==> src/hdl/mipfb_pkg.sv <==
// ----------------------------------------------------------------------------
// mipfb_pkg
// Shared types, byte codes and helpers for the memory-in-pixel LCD
// frame buffer serialiser.
// ----------------------------------------------------------------------------
package mipfb_pkg;

    localparam int WIDTH_BYTES_DEF = 16;
    localparam int HEIGHT_DEF      = 128;

    localparam logic [7:0] CMD_CLEAR_P1 = 8'b0110_0000;
    localparam logic [7:0] CMD_CLEAR_P0 = 8'b0010_0000;
    localparam logic [7:0] CMD_VCOM_P1  = 8'b0100_0000;
    localparam logic [7:0] CMD_VCOM_P0  = 8'b0000_0000;
    localparam logic [7:0] CMD_WRITE_P1 = 8'b1100_0000;
    localparam logic [7:0] CMD_WRITE_P0 = 8'b1000_0000;
    localparam logic [7:0] BYTE_ZERO    = 8'b0000_0000;
    localparam logic [7:0] BYTE_WHITE   = 8'b1111_1111;

    typedef enum logic [2:0] {
        KIND_DRAW    = 3'd0,
        KIND_ERASE   = 3'd1,
        KIND_CLEAR   = 3'd2,
        KIND_TOGGLE  = 3'd3,
        KIND_REFRESH = 3'd4
    } kind_t;

    typedef enum logic [3:0] {
        S_IDLE,
        S_DISPATCH,
        S_FILL,
        S_RMW_RD,
        S_RMW_WR,
        S_CMD,
        S_ADDR,
        S_DATA,
        S_TRAIL,
        S_CLOSE
    } state_t;

    typedef enum logic [1:0] {
        SRC_CMD,
        SRC_ADDR,
        SRC_DATA,
        SRC_ZERO
    } src_t;

    typedef struct packed {
        logic [2:0] kind;
        logic       first;
        logic       last;
        logic       row_ok;
        logic       pix_ok;
        logic       row_valid;
        logic       out_free;
        logic       cnt_last;
        logic       cnt_full;
    } seq_status_t;

    typedef struct packed {
        logic in_ready;
        logic rd_en;
        logic wr_en;
        logic wr_fill;
        logic use_col;
        logic emit;
        src_t src;
        logic frame_end;
        logic phase_flip;
        logic rowv_set;
        logic rowv_clr_all;
        logic cnt_clr;
        logic cnt_inc;
    } seq_ctrl_t;

    function automatic logic [7:0] reverse8(input logic [7:0] v);
        logic [7:0] r;
        for (int i = 0; i < 8; i++)
        begin
            r[i] = v[7 - i];
        end
        return r;
    endfunction

endpackage

==> src/hdl/mipfb_seq.sv <==
// ----------------------------------------------------------------------------
// mipfb_seq
// Request sequencer: steps one request through fill, read-modify-write and
// the byte sequence of a transfer.
// ----------------------------------------------------------------------------
module mipfb_seq
    import mipfb_pkg::*;
(
    input  logic        clk,
    input  logic        rst_n,
    input  logic        in_valid,
    input  seq_status_t status,
    output seq_ctrl_t   ctrl
);

    state_t state_reg;
    state_t state_next;

    always_ff @(posedge clk or negedge rst_n)
    begin
        if (!rst_n)
        begin
            state_reg <= S_IDLE;
        end
        else
        begin
            state_reg <= state_next;
        end
    end

    always_comb
    begin
        state_next = state_reg;
        case (state_reg)
            S_IDLE:
            begin
                if (in_valid)
                begin
                    state_next = S_DISPATCH;
                end
            end
            S_DISPATCH:
            begin
                case (status.kind)
                    KIND_DRAW, KIND_ERASE:
                    begin
                        if (!status.pix_ok)
                        begin
                            state_next = S_IDLE;
                        end
                        else if (status.row_valid)
                        begin
                            state_next = S_RMW_RD;
                        end
                        else
                        begin
                            state_next = S_FILL;
                        end
                    end
                    KIND_CLEAR, KIND_TOGGLE:
                    begin
                        state_next = S_CMD;
                    end
                    KIND_REFRESH:
                    begin
                        if (status.first)
                        begin
                            state_next = S_CMD;
                        end
                        else if (status.row_ok)
                        begin
                            state_next = S_ADDR;
                        end
                        else if (status.last)
                        begin
                            state_next = S_CLOSE;
                        end
                        else
                        begin
                            state_next = S_IDLE;
                        end
                    end
                    default:
                    begin
                        state_next = S_IDLE;
                    end
                endcase
            end
            S_FILL:
            begin
                if (status.cnt_last)
                begin
                    state_next = S_RMW_RD;
                end
            end
            S_RMW_RD:
            begin
                state_next = S_RMW_WR;
            end
            S_RMW_WR:
            begin
                state_next = S_IDLE;
            end
            S_CMD:
            begin
                if (status.out_free)
                begin
                    if (status.kind != KIND_REFRESH)
                    begin
                        state_next = S_CLOSE;
                    end
                    else if (status.row_ok)
                    begin
                        state_next = S_ADDR;
                    end
                    else if (status.last)
                    begin
                        state_next = S_CLOSE;
                    end
                    else
                    begin
                        state_next = S_IDLE;
                    end
                end
            end
            S_ADDR:
            begin
                if (status.out_free)
                begin
                    state_next = S_DATA;
                end
            end
            S_DATA:
            begin
                if (status.out_free && status.cnt_full)
                begin
                    state_next = S_TRAIL;
                end
            end
            S_TRAIL:
            begin
                if (status.out_free)
                begin
                    state_next = status.last ? S_CLOSE : S_IDLE;
                end
            end
            S_CLOSE:
            begin
                if (status.out_free)
                begin
                    state_next = S_IDLE;
                end
            end
            default:
            begin
                state_next = S_IDLE;
            end
        endcase
    end

    always_comb
    begin
        ctrl = '0;
        ctrl.src = SRC_ZERO;
        case (state_reg)
            S_IDLE:
            begin
                ctrl.in_ready = 1'b1;
            end
            S_DISPATCH:
            begin
                ctrl.cnt_clr = 1'b1;
                ctrl.rowv_clr_all = (status.kind == KIND_CLEAR);
            end
            S_FILL:
            begin
                ctrl.wr_en   = 1'b1;
                ctrl.wr_fill = 1'b1;
                ctrl.cnt_inc = 1'b1;
                if (status.cnt_last)
                begin
                    ctrl.rowv_set = 1'b1;
                    ctrl.cnt_clr  = 1'b1;
                end
            end
            S_RMW_RD:
            begin
                ctrl.rd_en   = 1'b1;
                ctrl.use_col = 1'b1;
            end
            S_RMW_WR:
            begin
                ctrl.wr_en   = 1'b1;
                ctrl.use_col = 1'b1;
            end
            S_CMD:
            begin
                ctrl.src = SRC_CMD;
                if (status.out_free)
                begin
                    ctrl.emit       = 1'b1;
                    ctrl.phase_flip = 1'b1;
                end
            end
            S_ADDR:
            begin
                ctrl.src = SRC_ADDR;
                if (status.out_free)
                begin
                    ctrl.emit    = 1'b1;
                    ctrl.rd_en   = 1'b1;
                    ctrl.cnt_inc = 1'b1;
                end
            end
            S_DATA:
            begin
                ctrl.src = SRC_DATA;
                if (status.out_free)
                begin
                    ctrl.emit = 1'b1;
                    if (!status.cnt_full)
                    begin
                        ctrl.rd_en   = 1'b1;
                        ctrl.cnt_inc = 1'b1;
                    end
                end
            end
            S_TRAIL:
            begin
                ctrl.emit = status.out_free;
            end
            S_CLOSE:
            begin
                ctrl.emit      = status.out_free;
                ctrl.frame_end = 1'b1;
            end
            default:
            begin
                ctrl.src = SRC_ZERO;
            end
        endcase
    end

endmodule

==> config.mk <==
export PLATFORM = sky130hd
export DESIGN_NAME = mipfb_seq
export DESIGN_NICKNAME = d
export VERILOG_FILES = /design/src/hdl/mipfb_pkg.sv /design/src/hdl/mipfb_seq.sv
export SDC_FILE = /design/constraint.sdc
export NUM_CORES = 1
export LEC_CHECK = 0
export BUFFER_PORTS_ARGS = -buffer_cell sky130_fd_sc_hd__buf_4
export CAP_MARGIN = 20
export CORE_MARGIN = 3
export CORE_UTILIZATION = 49
export CTS_CLUSTER_SIZE = 25
export DETAILED_ROUTE_END_ITERATION = 12
export PLACE_DENSITY = 0.82
export SETUP_SLACK_MARGIN = 0.15
export SLEW_MARGIN = 20
export SYNTH_ARGS = -nofsm -noshare
export SYNTH_HDL_FRONTEND = slang
export SYNTH_SLANG_ARGS = --single-unit
==> constraint.sdc <==
create_clock -name clk -period 4.05 [get_ports clk]
set_input_delay 1.215 -clock clk [delete_from_list [all_inputs] [get_ports clk]]
set_output_delay 1.215 -clock clk [all_outputs]
set_load 0.01 [all_outputs]
==> impl_metrics.env <==
export IMPL_maxSlewHeadroom_pct=56.9
export IMPL_hold_path_class="primary input to async pin"
export IMPL_startpoint_type="primary input"
export IMPL_post_cts_resized=0
export IMPL_grt_pass1_vias=711
export IMPL_p_per_area_mw_per_mm2=705
export IMPL_post_cts_repair_setup_buffers=0
export IMPL_reg2reg_slack_ps=2240
export IMPL_ys_types=42
export IMPL_ys_flop_type="dfrtp_1"
export IMPL_worstPathMaxFanout=3
export IMPL_synthToLayoutAreaGrowth_pct=32.4
export IMPL_tightest_slew_ps=646
export IMPL_fmax_mhz=321
export IMPL_insertion_delay_ps=230
export IMPL_yosysTopAreaCellShare_pct=15.4
export IMPL_grt_ovfl_total=0
export IMPL_postSynth_asyncResetShare_pct=100
export IMPL_cts_sinks=4
export IMPL_rsz0062_at_grt="false"
export IMPL_r2r_cells=5
export IMPL_cpPeakStageDelay_ps=270
export IMPL_finalHoldViolations=0
export IMPL_place_port_buffers=27
export IMPL_via_count=730
export IMPL_end_kind="primary output"
export IMPL_antenna_cells=0
export IMPL_maxCapViolCount=0
export IMPL_arrival_ps=1900
export IMPL_finalCriticalPeriod_ps=3120
export IMPL_syn_num_nets=101
export IMPL_setup_tns_ps=0
export IMPL_viasPerCell=5.79
export IMPL_cts_root_buf="clkbuf_4"
export IMPL_synthCells=87
export IMPL_firstDrtPassIters=4
export IMPL_ios=28
export IMPL_worst_clock_skew_ps=1.55
export IMPL_grt_pass1_wl_mm=2.97
export IMPL_dieWidth_um=42.4
export IMPL_drt_first_iter_violations=12
export IMPL_place_congestion=0.811
export IMPL_antenna_left=0
export IMPL_die_h_um=42.4
export IMPL_largest_register_ffs=4
export IMPL_ys_top_cells_by_area="dfrtp_1 (15%), nand2b_1 (6.8%), nor2_1 (6.4%), buf_4 (4.6%), mux2_4 (4.6%)"
export IMPL_wl_per_cell_um=13.4
export IMPL_htreeDepth=1
export IMPL_mappedNetlistArea_um2=648
export IMPL_yosysMostFrequentCell="nor2_1"
export IMPL_grt_usage_pct=20.6
export IMPL_avgSynthCellArea_um2=7.45
export IMPL_hpwl_mm=1.31
export IMPL_wirelength_mm=1.69
export IMPL_drcViolationCount=0
export IMPL_antenna_found_initial=0
export IMPL_cp_slowest_cell="a221oi_1"
export IMPL_worstPathRequired_ps=2830
export IMPL_drv_slew=0
export IMPL_clock_path_buffers=2
export IMPL_finalSetupViolCount=0
export IMPL_crit_type="primary input to primary output"
export IMPL_coreArea_mm2=0.00117
export IMPL_synth_common_cells="nor2_1 (11), nand2b_1 (7), nor3_1 (5)"
export IMPL_initial_core_util_pct=55.3
export IMPL_yosysWarnings=0
export IMPL_clkTransAtPathRegs_ps=40
export IMPL_cp_common_cell="buf_4"
export IMPL_synth_seq_cells=4
export IMPL_period_share_pct=77.0
export IMPL_design_die_area_mm2=0.00180
export IMPL_placementRows=12
export IMPL_outcome="completed"
export IMPL_numCtsBuffers=3
export IMPL_hold_ws_ps=768
export IMPL_p_leak_nw=0.395
export IMPL_total_power_mw=0.605
export IMPL_yosysSeqAreaShare_pct=15.4
export IMPL_yosysTopAreaCell="dfrtp_1"
export IMPL_synth_edf_count=0
export IMPL_cts_tree="yes"
export IMPL_holdBufCountCts=0
export IMPL_ir_drop_mv=0.375
export IMPL_grt_max_degree=23
export IMPL_final_nets=128
export IMPL_drive_gt1_share_pct=34.8
export IMPL_path_cells="buf_4 > nand2b_1 > a221oi_1 > buf_4"
-- cell families after synthesis --
logic type	after synthesis	share of synthesized area, %
AND/OR/NAND/NOR	41	37.5
buffers and inverters	10	8.49
XOR/XNOR	3	4.05
AO/OA/AOI/OAI	26	28.4
flip-flops	4	15.4
multiplexers	3	6.18
-- worst max-delay path, delay by kind of cell --
family	cells	cell delay [ps]
compound gates	1	270
buf+inv	2	280
simple gates	1	130
-- power breakdown --
group / internal [mW] / switching (mW) / leakage (nW)
sequential: 0.0579 / 0.0585 / 0.0520
combinational: 0.219 / 0.222 / 0.329
clock: 0.0331 / 0.0153 / 0.0138
-- final cells by class --
cell class	instances	area, µm²
clock buffers	3	22.5
inverters	4	15.0
fillers	107	313
well taps	14	17.5
flip-flops and latches	4	100
repair buffers	28	210
multi-input cells	73	493
-- stage by stage --
step / instance area [µm²] / cells / utilization, % / setup WS (ps)
after floorplan: 648 / 87 / - / 1120
after global placement: 836 / 123 / 71.4 / 957
after detailed placement: 836 / 123 / 71.4 / 929
after CTS: 858 / 126 / 73.3 / 917
after global routing: 858 / 126 / 73.3 / 793
final: 858 / 126 / 73.3 / 932
-- layer usage --
metal	GRT usage (%)	part of all wire [%]	vias up
li1	-	-	370
met1	26.0	43	329
met2	32.5	50	29
met3	6.01	6.5	2
met4	8.07	0.95	0
met5	0	0	-
-- path summary, 6_finish.rpt --
kind | start | end
max in group asynchronous | rst_n | state_reg[0]$_DFFE_PN0P_
min in group clk | state_reg[0]$_DFFE_PN0P_ | state_reg[0]$_DFFE_PN0P_
min reg2reg | state_reg[0]$_DFFE_PN0P_ | state_reg[0]$_DFFE_PN0P_
max reg2reg | state_reg[2]$_DFFE_PN0P_ | state_reg[1]$_DFFE_PN0P_
min | rst_n | state_reg[2]$_DFFE_PN0P_
max | status[0] | ctrl[0]
-- cells in the final DEF, fill, tap and decap left out, types with 2 or more instances in the layout --
master / n
xor2_1: 2
clkbuf_4: 3
nor3_1: 5
dfrtp_1: 4
a32oi_1: 3
nand3_1: 2
nand2_1: 3
nor2b_1: 4
nor2_1: 11
inv_1: 3
a21o_1: 2
a21oi_1: 3
buf_4: 28
mux2_4: 2
nand2b_1: 7
o21ai_0: 4
Power figures use the tool's default switching activity.
